## src/hw/rtl/plt_pkg.sv

```systemverilog
// ----------------------------------------------------------------------------
// plt_pkg
// shared types, constants and defaults of the polyline length threshold block
// ----------------------------------------------------------------------------
package plt_pkg;

    localparam int COORD_WIDTH_DEF  = 16;
    localparam int FRAC_BITS_DEF    = 4;
    localparam int LENGTH_WIDTH_DEF = 32;

    localparam int OUT_LEN_W = 32;
    localparam int THR_W     = 10;
    localparam int CFG_IDX_W = 1;

    localparam logic [THR_W-1:0] LOWER_RESET = 10'd0;
    localparam logic [THR_W-1:0] UPPER_RESET = 10'd1000;

    localparam logic [CFG_IDX_W-1:0] REG_LOWER = 1'b0;
    localparam logic [CFG_IDX_W-1:0] REG_UPPER = 1'b1;

    typedef enum logic [2:0] {
        ST_IDLE,
        ST_DECIDE,
        ST_SQUARE,
        ST_ROOT,
        ST_ACCUM,
        ST_EMIT
    } state_t;

    typedef enum logic [1:0] {
        AXIS_X,
        AXIS_Y,
        AXIS_Z
    } axis_t;

    typedef struct packed {
        logic  capture;
        logic  sq_clear;
        logic  mag_en;
        axis_t axis;
        logic  sq_add;
        logic  root_step;
        logic  acc_start;
        logic  acc_add;
        logic  fiber_clear;
        logic  emit;
    } cmd_t;

    typedef struct packed {
        logic first;
        logic last;
        logic enabled;
        logic active;
        logic out_free;
    } status_t;

endpackage

```

## src/hw/rtl/plt_ctrl.sv

```systemverilog
// ----------------------------------------------------------------------------
// plt_ctrl
// sequencer: for a point that adds a segment it squares the three differences
// over a shared multiplier, steps the square root one bit a cycle and
// accumulates; at a fiber's last point it hands the result to the output register
// ----------------------------------------------------------------------------
module plt_ctrl #(
    parameter int COORD_WIDTH = plt_pkg::COORD_WIDTH_DEF
) (
    input  logic             clk,
    input  logic             rst_n,
    input  logic             in_valid,
    output logic             in_ready,
    input  plt_pkg::status_t status,
    output plt_pkg::cmd_t    cmd
);
    import plt_pkg::*;

    localparam int ROOT_STEPS = COORD_WIDTH + 2;
    localparam int CNT_W      = $clog2(ROOT_STEPS);
    localparam logic [CNT_W-1:0] SQ_LAST   = CNT_W'(3);
    localparam logic [CNT_W-1:0] ROOT_LAST = CNT_W'(ROOT_STEPS - 1);

    state_t           state_reg;
    state_t           state_next;
    logic [CNT_W-1:0] cnt_reg;
    logic [CNT_W-1:0] cnt_next;

    always_ff @(posedge clk or negedge rst_n)
    begin
        if (!rst_n)
        begin
            state_reg <= ST_IDLE;
            cnt_reg   <= '0;
        end
        else
        begin
            state_reg <= state_next;
            cnt_reg   <= cnt_next;
        end
    end

    // next state
    always_comb
    begin
        state_next = state_reg;
        cnt_next   = cnt_reg;
        case (state_reg)
            ST_IDLE:
            begin
                if (in_valid)
                begin
                    state_next = ST_DECIDE;
                end
            end
            ST_DECIDE:
            begin
                cnt_next = '0;
                if (!status.enabled || status.first || !status.active)
                begin
                    state_next = status.last ? ST_EMIT : ST_IDLE;
                end
                else
                begin
                    state_next = ST_SQUARE;
                end
            end
            ST_SQUARE:
            begin
                if (cnt_reg == SQ_LAST)
                begin
                    cnt_next   = '0;
                    state_next = ST_ROOT;
                end
                else
                begin
                    cnt_next = cnt_reg + 1'b1;
                end
            end
            ST_ROOT:
            begin
                if (cnt_reg == ROOT_LAST)
                begin
                    cnt_next   = '0;
                    state_next = ST_ACCUM;
                end
                else
                begin
                    cnt_next = cnt_reg + 1'b1;
                end
            end
            ST_ACCUM:
            begin
                state_next = status.last ? ST_EMIT : ST_IDLE;
            end
            ST_EMIT:
            begin
                if (status.out_free)
                begin
                    state_next = ST_IDLE;
                end
            end
            default:
            begin
                state_next = ST_IDLE;
            end
        endcase
    end

    // outputs
    always_comb
    begin
        in_ready = 1'b0;
        cmd      = '0;
        cmd.axis = AXIS_X;
        case (state_reg)
            ST_IDLE:
            begin
                in_ready    = 1'b1;
                cmd.capture = in_valid;
            end
            ST_DECIDE:
            begin
                if (!status.enabled)
                begin
                    cmd.fiber_clear = status.first | status.last;
                end
                else if (status.first || !status.active)
                begin
                    cmd.acc_start = 1'b1;
                end
                else
                begin
                    cmd.sq_clear = 1'b1;
                end
            end
            ST_SQUARE:
            begin
                cmd.mag_en = (cnt_reg != SQ_LAST);
                cmd.axis   = axis_t'(cnt_reg[1:0]);
                cmd.sq_add = (cnt_reg != '0);
            end
            ST_ROOT:
            begin
                cmd.root_step = 1'b1;
            end
            ST_ACCUM:
            begin
                cmd.acc_add = 1'b1;
            end
            ST_EMIT:
            begin
                cmd.emit        = status.out_free;
                cmd.fiber_clear = status.out_free;
            end
            default:
            begin
                in_ready = 1'b0;
            end
        endcase
    end

endmodule

```

## src/hw/rtl/plt_datapath.sv

```systemverilog
// ----------------------------------------------------------------------------
// plt_datapath
// point registers, shared squaring multiplier, bit-serial square root,
// saturating length accumulator, thresholds and output register
// ----------------------------------------------------------------------------
module plt_datapath #(
    parameter int COORD_WIDTH  = plt_pkg::COORD_WIDTH_DEF,
    parameter int FRAC_BITS    = plt_pkg::FRAC_BITS_DEF,
    parameter int LENGTH_WIDTH = plt_pkg::LENGTH_WIDTH_DEF
) (
    input  logic                           clk,
    input  logic                           rst_n,
    input  logic signed [COORD_WIDTH-1:0]  coord_x,
    input  logic signed [COORD_WIDTH-1:0]  coord_y,
    input  logic signed [COORD_WIDTH-1:0]  coord_z,
    input  logic                           first_point,
    input  logic                           last_point,
    input  logic                           fiber_enabled,
    input  logic                           cfg_we,
    input  logic [plt_pkg::CFG_IDX_W-1:0]  cfg_index,
    input  logic [plt_pkg::THR_W-1:0]      cfg_data,
    input  plt_pkg::cmd_t                  cmd,
    output plt_pkg::status_t               status,
    input  logic                           out_ready,
    output logic                           out_valid,
    output logic [plt_pkg::OUT_LEN_W-1:0]  fiber_length,
    output logic                           length_valid,
    output logic                           keep_fiber
);
    import plt_pkg::*;

    localparam int CW    = COORD_WIDTH;
    localparam int MAG_W = CW + 1;
    localparam int SQ_W  = 2 * CW + 4;
    localparam int RT_W  = CW + 2;
    localparam int REM_W = CW + 4;
    localparam int LW    = LENGTH_WIDTH;
    localparam int SUM_W = ((LW > RT_W) ? LW : RT_W) + 1;

    logic signed [CW-1:0] cur_x_reg, cur_y_reg, cur_z_reg;
    logic signed [CW-1:0] prev_x_reg, prev_y_reg, prev_z_reg;
    logic                 first_reg, last_reg, en_reg;
    logic                 active_reg;
    logic [LW-1:0]        accum_reg;
    logic [MAG_W-1:0]     mag_reg;
    logic [SQ_W-1:0]      sq_reg;
    logic [RT_W-1:0]      root_reg;
    logic [REM_W-1:0]     rem_reg;
    logic [THR_W-1:0]     lower_reg, upper_reg;
    logic                 out_valid_reg;
    logic [OUT_LEN_W-1:0] out_len_reg;
    logic                 out_lvalid_reg, out_keep_reg;

    logic signed [CW-1:0] cur_sel, prev_sel;
    logic [MAG_W-1:0]     diff;
    logic [MAG_W-1:0]     mag_next;
    logic [2*MAG_W-1:0]   square;
    logic [REM_W-1:0]     rem_shift;
    logic [REM_W-1:0]     trial;
    logic [SUM_W-1:0]     acc_sum;
    logic [LW-1:0]        acc_next;
    logic [LW-1:0]        lo_bound, hi_bound;
    logic                 keep_next;
    logic                 out_free;

    // axis select and magnitude of the difference
    always_comb
    begin
        case (cmd.axis)
            AXIS_X:
            begin
                cur_sel  = cur_x_reg;
                prev_sel = prev_x_reg;
            end
            AXIS_Y:
            begin
                cur_sel  = cur_y_reg;
                prev_sel = prev_y_reg;
            end
            AXIS_Z:
            begin
                cur_sel  = cur_z_reg;
                prev_sel = prev_z_reg;
            end
            default:
            begin
                cur_sel  = '0;
                prev_sel = '0;
            end
        endcase
    end

    assign diff     = {cur_sel[CW-1], cur_sel} - {prev_sel[CW-1], prev_sel};
    assign mag_next = diff[MAG_W-1] ? (~diff + 1'b1) : diff;
    assign square   = mag_reg * mag_reg;

    // one result bit per step, two radicand bits per step
    assign rem_shift = {rem_reg[REM_W-3:0], sq_reg[SQ_W-1:SQ_W-2]};
    assign trial     = {root_reg, 2'b01};

    // saturating accumulate
    assign acc_sum  = SUM_W'(accum_reg) + SUM_W'(root_reg);
    assign acc_next = (acc_sum[SUM_W-1:LW] != '0) ? {LW{1'b1}} : acc_sum[LW-1:0];

    assign lo_bound  = LW'(lower_reg) << FRAC_BITS;
    assign hi_bound  = LW'(upper_reg) << FRAC_BITS;
    assign keep_next = en_reg && (accum_reg > lo_bound) && (accum_reg < hi_bound);

    assign out_free = !out_valid_reg || out_ready;

    assign status.first    = first_reg;
    assign status.last     = last_reg;
    assign status.enabled  = en_reg;
    assign status.active   = active_reg;
    assign status.out_free = out_free;

    // input point
    always_ff @(posedge clk)
    begin
        if (cmd.capture)
        begin
            cur_x_reg <= coord_x;
            cur_y_reg <= coord_y;
            cur_z_reg <= coord_z;
            first_reg <= first_point;
            last_reg  <= last_point;
            en_reg    <= fiber_enabled;
        end
    end

    // squares and root
    always_ff @(posedge clk)
    begin
        if (cmd.mag_en)
        begin
            mag_reg <= mag_next;
        end
        if (cmd.sq_clear)
        begin
            sq_reg   <= '0;
            root_reg <= '0;
            rem_reg  <= '0;
        end
        else if (cmd.sq_add)
        begin
            sq_reg <= sq_reg + SQ_W'(square);
        end
        else if (cmd.root_step)
        begin
            sq_reg <= {sq_reg[SQ_W-3:0], 2'b00};
            if (rem_shift >= trial)
            begin
                rem_reg  <= rem_shift - trial;
                root_reg <= {root_reg[RT_W-2:0], 1'b1};
            end
            else
            begin
                rem_reg  <= rem_shift;
                root_reg <= {root_reg[RT_W-2:0], 1'b0};
            end
        end
    end

    // fiber state
    always_ff @(posedge clk or negedge rst_n)
    begin
        if (!rst_n)
        begin
            prev_x_reg <= '0;
            prev_y_reg <= '0;
            prev_z_reg <= '0;
            accum_reg  <= '0;
            active_reg <= 1'b0;
        end
        else
        begin
            if (cmd.acc_start || cmd.acc_add)
            begin
                prev_x_reg <= cur_x_reg;
                prev_y_reg <= cur_y_reg;
                prev_z_reg <= cur_z_reg;
            end
            if (cmd.fiber_clear)
            begin
                accum_reg  <= '0;
                active_reg <= 1'b0;
            end
            else if (cmd.acc_start)
            begin
                accum_reg  <= '0;
                active_reg <= 1'b1;
            end
            else if (cmd.acc_add)
            begin
                accum_reg <= acc_next;
            end
        end
    end

    // thresholds
    always_ff @(posedge clk or negedge rst_n)
    begin
        if (!rst_n)
        begin
            lower_reg <= LOWER_RESET;
            upper_reg <= UPPER_RESET;
        end
        else if (cfg_we)
        begin
            case (cfg_index)
                REG_LOWER: lower_reg <= cfg_data;
                REG_UPPER: upper_reg <= cfg_data;
                default:   lower_reg <= lower_reg;
            endcase
        end
    end

    // output register
    always_ff @(posedge clk or negedge rst_n)
    begin
        if (!rst_n)
        begin
            out_valid_reg <= 1'b0;
        end
        else if (cmd.emit)
        begin
            out_valid_reg <= 1'b1;
        end
        else if (out_ready)
        begin
            out_valid_reg <= 1'b0;
        end
    end

    always_ff @(posedge clk)
    begin
        if (cmd.emit)
        begin
            out_len_reg    <= en_reg ? OUT_LEN_W'(accum_reg) : '0;
            out_lvalid_reg <= en_reg;
            out_keep_reg   <= keep_next;
        end
    end

    assign out_valid    = out_valid_reg;
    assign fiber_length = out_len_reg;
    assign length_valid = out_lvalid_reg;
    assign keep_fiber   = out_keep_reg;

endmodule

```

## src/hw/rtl/polyline_length_threshold.sv

```systemverilog
// ----------------------------------------------------------------------------
// polyline_length_threshold
// arc length of 3d polylines with a strict length window
// ----------------------------------------------------------------------------
// points of a fiber enter on the s_axis channel one at a time; s_axis_tlast
// marks the last point of a fiber. each enabled point that does not start a
// fiber adds the floor of the euclidean distance to the previous enabled point
// to a saturating length accumulator. at the last point one item leaves on
// m_axis: the length, a valid flag and a keep flag (lower < length < upper,
// bounds given in whole units). thresholds are written on the cfg channel
// (index 0 lower, index 1 upper) only while the block is idle, a rule for
// the user that the block itself does not enforce; cfg_ready is always high.
// a point that adds a segment passes the shared squaring multiplier, once per
// axis, the square root unit, which yields one result bit per cycle, and the
// accumulator; a point that starts a fiber or is disabled skips them. the
// result sits in an output register: the next point is taken while it waits,
// and only a further result stalls until m_axis_tready takes it.
// reset clears the fiber state, the output valid and sets the thresholds to
// 0 and 1000.
// ----------------------------------------------------------------------------
module polyline_length_threshold #(
    parameter int COORD_WIDTH  = plt_pkg::COORD_WIDTH_DEF,
    parameter int FRAC_BITS    = plt_pkg::FRAC_BITS_DEF,
    parameter int LENGTH_WIDTH = plt_pkg::LENGTH_WIDTH_DEF
) (
    input  logic                                    clk,
    input  logic                                    rst_n,
    input  logic                                    s_axis_tvalid,
    output logic                                    s_axis_tready,
    // coord_x, coord_y, coord_z, zero padding
    input  logic [((3*COORD_WIDTH+7)/8)*8-1:0]      s_axis_tdata,
    // first_point, fiber_enabled
    input  logic [1:0]                              s_axis_tuser,
    input  logic                                    s_axis_tlast,
    output logic                                    m_axis_tvalid,
    input  logic                                    m_axis_tready,
    // fiber_length
    output logic [plt_pkg::OUT_LEN_W-1:0]           m_axis_tdata,
    // length_valid, keep_fiber
    output logic [1:0]                              m_axis_tuser,
    input  logic                                    cfg_valid,
    output logic                                    cfg_ready,
    input  logic [plt_pkg::CFG_IDX_W-1:0]           cfg_index,
    input  logic [plt_pkg::THR_W-1:0]               cfg_data
);
    import plt_pkg::*;

    localparam int CW = COORD_WIDTH;

    cmd_t    cmd;
    status_t status;

    logic signed [CW-1:0] coord_x, coord_y, coord_z;

    assign coord_x   = s_axis_tdata[CW-1:0];
    assign coord_y   = s_axis_tdata[2*CW-1:CW];
    assign coord_z   = s_axis_tdata[3*CW-1:2*CW];
    assign cfg_ready = 1'b1;

    plt_ctrl #(
        .COORD_WIDTH (COORD_WIDTH)
    ) u_ctrl (
        .clk      (clk),
        .rst_n    (rst_n),
        .in_valid (s_axis_tvalid),
        .in_ready (s_axis_tready),
        .status   (status),
        .cmd      (cmd)
    );

    plt_datapath #(
        .COORD_WIDTH  (COORD_WIDTH),
        .FRAC_BITS    (FRAC_BITS),
        .LENGTH_WIDTH (LENGTH_WIDTH)
    ) u_datapath (
        .clk           (clk),
        .rst_n         (rst_n),
        .coord_x       (coord_x),
        .coord_y       (coord_y),
        .coord_z       (coord_z),
        .first_point   (s_axis_tuser[0]),
        .last_point    (s_axis_tlast),
        .fiber_enabled (s_axis_tuser[1]),
        .cfg_we        (cfg_valid),
        .cfg_index     (cfg_index),
        .cfg_data      (cfg_data),
        .cmd           (cmd),
        .status        (status),
        .out_ready     (m_axis_tready),
        .out_valid     (m_axis_tvalid),
        .fiber_length  (m_axis_tdata),
        .length_valid  (m_axis_tuser[0]),
        .keep_fiber    (m_axis_tuser[1])
    );

endmodule

```

## config.mk

```make
export PLATFORM = sky130hd
export DESIGN_NAME = polyline_length_threshold
export DESIGN_NICKNAME = d
export VERILOG_FILES = /design/src/hw/rtl/plt_pkg.sv /design/src/hw/rtl/plt_ctrl.sv /design/src/hw/rtl/plt_datapath.sv /design/src/hw/rtl/polyline_length_threshold.sv
export SDC_FILE = /design/constraint.sdc
export NUM_CORES = 1
export LEC_CHECK = 0
export BUFFER_PORTS_ARGS = -buffer_cell sky130_fd_sc_hd__buf_2
export CAP_MARGIN = 10
export CORE_ASPECT_RATIO = 0.7
export CORE_MARGIN = 2
export CORE_UTILIZATION = 40
export CTS_CLUSTER_SIZE = 8
export DETAILED_ROUTE_END_ITERATION = 8
export MAX_ROUTING_LAYER = met4
export RECOVER_POWER = 100
export SYNTH_ARGS = -nofsm -noshare
export SYNTH_HDL_FRONTEND = slang
export SYNTH_HIERARCHICAL = 1
export SYNTH_SLANG_ARGS = --single-unit
```

## constraint.sdc

```tcl
create_clock -name clk -period 11.7 [get_ports clk]
set_input_delay 2.34 -clock clk [delete_from_list [all_inputs] [get_ports clk]]
set_output_delay 2.34 -clock clk [all_outputs]
set_load 0.02 [all_outputs]
```

==> flow_metrics.env <==
export IMPL_cts_sink_count=284
export IMPL_maximum_level_of_the_cts_h_tree=2
export IMPL_synthMostInstantiatedCell="inv_1"
export IMPL_clkTransAtPathRegs_ns=0.07
export IMPL_final_max_slew_violation_count=363
export IMPL_synthArstFlopShare=0.387
export IMPL_tritoncts="yes"
export IMPL_synth_area_um2=24700
export IMPL_worst_pin_slew_ns=3.73
export IMPL_grt_pass1_wl_mm=97.2
export IMPL_dieArea_um2=63800
export IMPL_synth_warning_count=6
export IMPL_drt_drc_violations_left=0
export IMPL_maximum_fanout_along_the_worst_path=33
export IMPL_largest_register_ff_count=36
export IMPL_timing_hold_worst_class="flop to flop"
export IMPL_nNetsFinal=3106
export IMPL_via_count=18000
export IMPL_synth_top_cell_area_share=0.183
export IMPL_ctsRootBufferMaster="clkbuf_16"
export IMPL_critPathArrivalTime_ns=7.87
export IMPL_slew_limit_headroom=-1.49
export IMPL_detail_route_antenna_nets=0
export IMPL_design_area_um2=27000
export IMPL_ys_seq_elements=284
export IMPL_area_growth_syn_to_layout_pct=9.44
export IMPL_outcome="finished with violations"
export IMPL_die_h_um=212
export IMPL_port_buffers=102
export IMPL_final_core_utilization=0.441
export IMPL_grt_pass1_vias=18100
export IMPL_drv_cap=7
export IMPL_clock_fmax_mhz=133
export IMPL_track_usage=0.193
export IMPL_core_area_um2=61300
export IMPL_wl_per_cell_um=16.9
export IMPL_drt_initial_drc_count=1280
export IMPL_syn_area_per_cell_um2=9.59
export IMPL_timing_final_hold_violations=0
export IMPL_wirelength_mm=58.5
export IMPL_detail_route_first_pass_iterations=5
export IMPL_yosys_top_cells_count="inv_1, fa_1, nand2_1"
export IMPL_die_width_um=301
export IMPL_path_class="flop to flop"
export IMPL_edff_count_synth=102
export IMPL_n_antenna_cell=0
export IMPL_ctsHoldBuffers=0
export IMPL_floorplan_rows=76
export IMPL_synthCells=2575
export IMPL_post_cts_setup_buffers=0
export IMPL_gpl_final_weighted_congestion=0.950
export IMPL_finalWorstPathRequiredPeriod_ns=7.53
export IMPL_grt_max_degree=79
export IMPL_floorplan_initialDensity=0.403
export IMPL_post_route_cells_drive_above_1_share=0.0806
export IMPL_yosysTopAreaCell="fa_1"
export IMPL_fin_tns_setup_ns=0
export IMPL_yosys_most_used_dff="dfrtp_1"
export IMPL_synth_net_count=3055
export IMPL_failed_checks="max-capacitance violations, max-slew violations"
export IMPL_number_of_distinct_library_cells_after_synthesis=95
export IMPL_endpoint_kind="flop"
export IMPL_ys_seq_area_frac=0.294
export IMPL_grt_antenna_before_repair=0
export IMPL_netlist_top_cells_area="fa_1, edfxtp_1, dfrtp_1, ha_1, inv_1"
export IMPL_startpoint_type="flop"
export IMPL_fin_skew_ns=0.0234
export IMPL_worst_endpoint_required_ns=12.03
export IMPL_clock_latency_ns=0.57
export IMPL_postPlaceCellArea_um2=25900
export IMPL_period_share=0.644
export IMPL_timing_final_setup_violations=0
export IMPL_cts_repair_resize_count=0
export IMPL_avgViaCountPerCell=5.19
export IMPL_dp_hpwl_mm=44.8
export IMPL_overflow=0
export IMPL_numCtsBuffers=41
export IMPL_ios=104
export IMPL_clk_path_buf_depth=3
export IMPL_grt_setup_unrepaired="no"
## path summary, 6_finish.rpt
check / cells past startpoint / start / slack (ns) / end
setup / recovery: 17 / u_ctrl/state_reg[2] / 4.17 / u_datapath/mag_reg[5]
hold / removal: 2 / u_datapath/root_reg[17] / 0.50 / u_datapath/root_reg[17]
setup reg to reg: 17 / u_ctrl/state_reg[2] / 4.17 / u_datapath/mag_reg[5]
hold reg to reg: 2 / u_datapath/root_reg[17] / 0.50 / u_datapath/root_reg[17]
max in group asynchronous: 2 / rst_n / 4.69 / u_datapath/accum_reg[0]
min in group asynchronous: 1 / rst_n / 2.51 / u_datapath/prev_x_reg[8]
## logic make-up (layout without fill, tap and decap cells)
family,count (synthesis),count (layout),synth area share
simple gates,643,643,0.130
buf+inv,549,628,0.0857
compound gates,470,470,0.126
fa+ha+maj,413,413,0.278
flops,284,284,0.294
mux,129,129,0.0554
xor+xnor,86,86,0.0305
other cells,1,1,0.000152
## cell type report
class | instances | area [um^2]
Fill cell | 5799 | 34300
Multi-Input combinational cell | 1742 | 15300
Sequential cell | 284 | 7260
Inverter | 440 | 1650
Clock buffer | 68 | 1150
Tap cell | 819 | 1020
Timing Repair Buffer | 117 | 539
Clock inverter | 3 | 63.8
## per-stage QoR
| stage | cells | setup slack (ns) | hold slack [ns] |
|---|---|---|---|
| 2_1_floorplan | 2575 | 5.44 | 0.453 |
| 6_report | 3473 | 4.17 | 0.496 |
| 5_1_grt | 3473 | 3.37 | 0.510 |
| 3_5_place_dp | 3402 | 4.90 | 0.488 |
| 4_1_cts | 3473 | 4.86 | 0.495 |
| 3_3_place_gp | 3402 | 5.06 | 0.475 |
## critical path: stages (launching register included)
cell and delay, ns:
dfrtp_1 0.55, nand2b_1 0.37, nor3_1 0.21, clkbuf_1 1.75, nor2b_2 0.03, clkbuf_1 0.63, nand2_1 0.22, o21ai_0 0.14
ha_1 0.50, and3_4 0.27, a22o_2 0.19, o31ai_1 0.10, o21ai_0 0.27, nand2_1 0.19, a21oi_1 0.27, a2bb2oi_1 1.00
nor2b_1 0.16, xnor2_1 0.43
## cells in the final DEF (no fill, tap or decap), types with 10 or more instances in the layout
cell and instances:
ha_1 187, a21o_1 53, or3_1 10, dfxtp_1 72, nand2_1 225, nor3_1 25, nand4_1 13, buf_2 62
and2_0 26, o21ai_0 105, inv_1 440, nor2b_1 30, nor2_1 114, nor3b_1 10, and3_1 17, mux2i_1 67
and2_1 77, o211a_1 10, mux2_2 61, xnor2_1 60, a31oi_1 18, dfrtp_1 104, nand3_1 24, clkbuf_16 42
edfxtp_1 102, nand2b_1 22, o21a_1 11, xor2_1 26, clkbuf_1 75, a211oi_1 57, a21oi_1 121, fa_1 226
## layer usage
metal  global-route usage  vias to the layer above  part of all wire
li1                     -                     8650                 -
met1                0.289                     8825              0.50
met2                0.272                      482              0.42
met3               0.0349                       63             0.067
met4               0.0311                        0             0.013
met5                    -                        -                 0
Power is left out: the tool's default activity adds up to more than one toggle a clock period on the data nets, which glitch-free logic cannot reach.
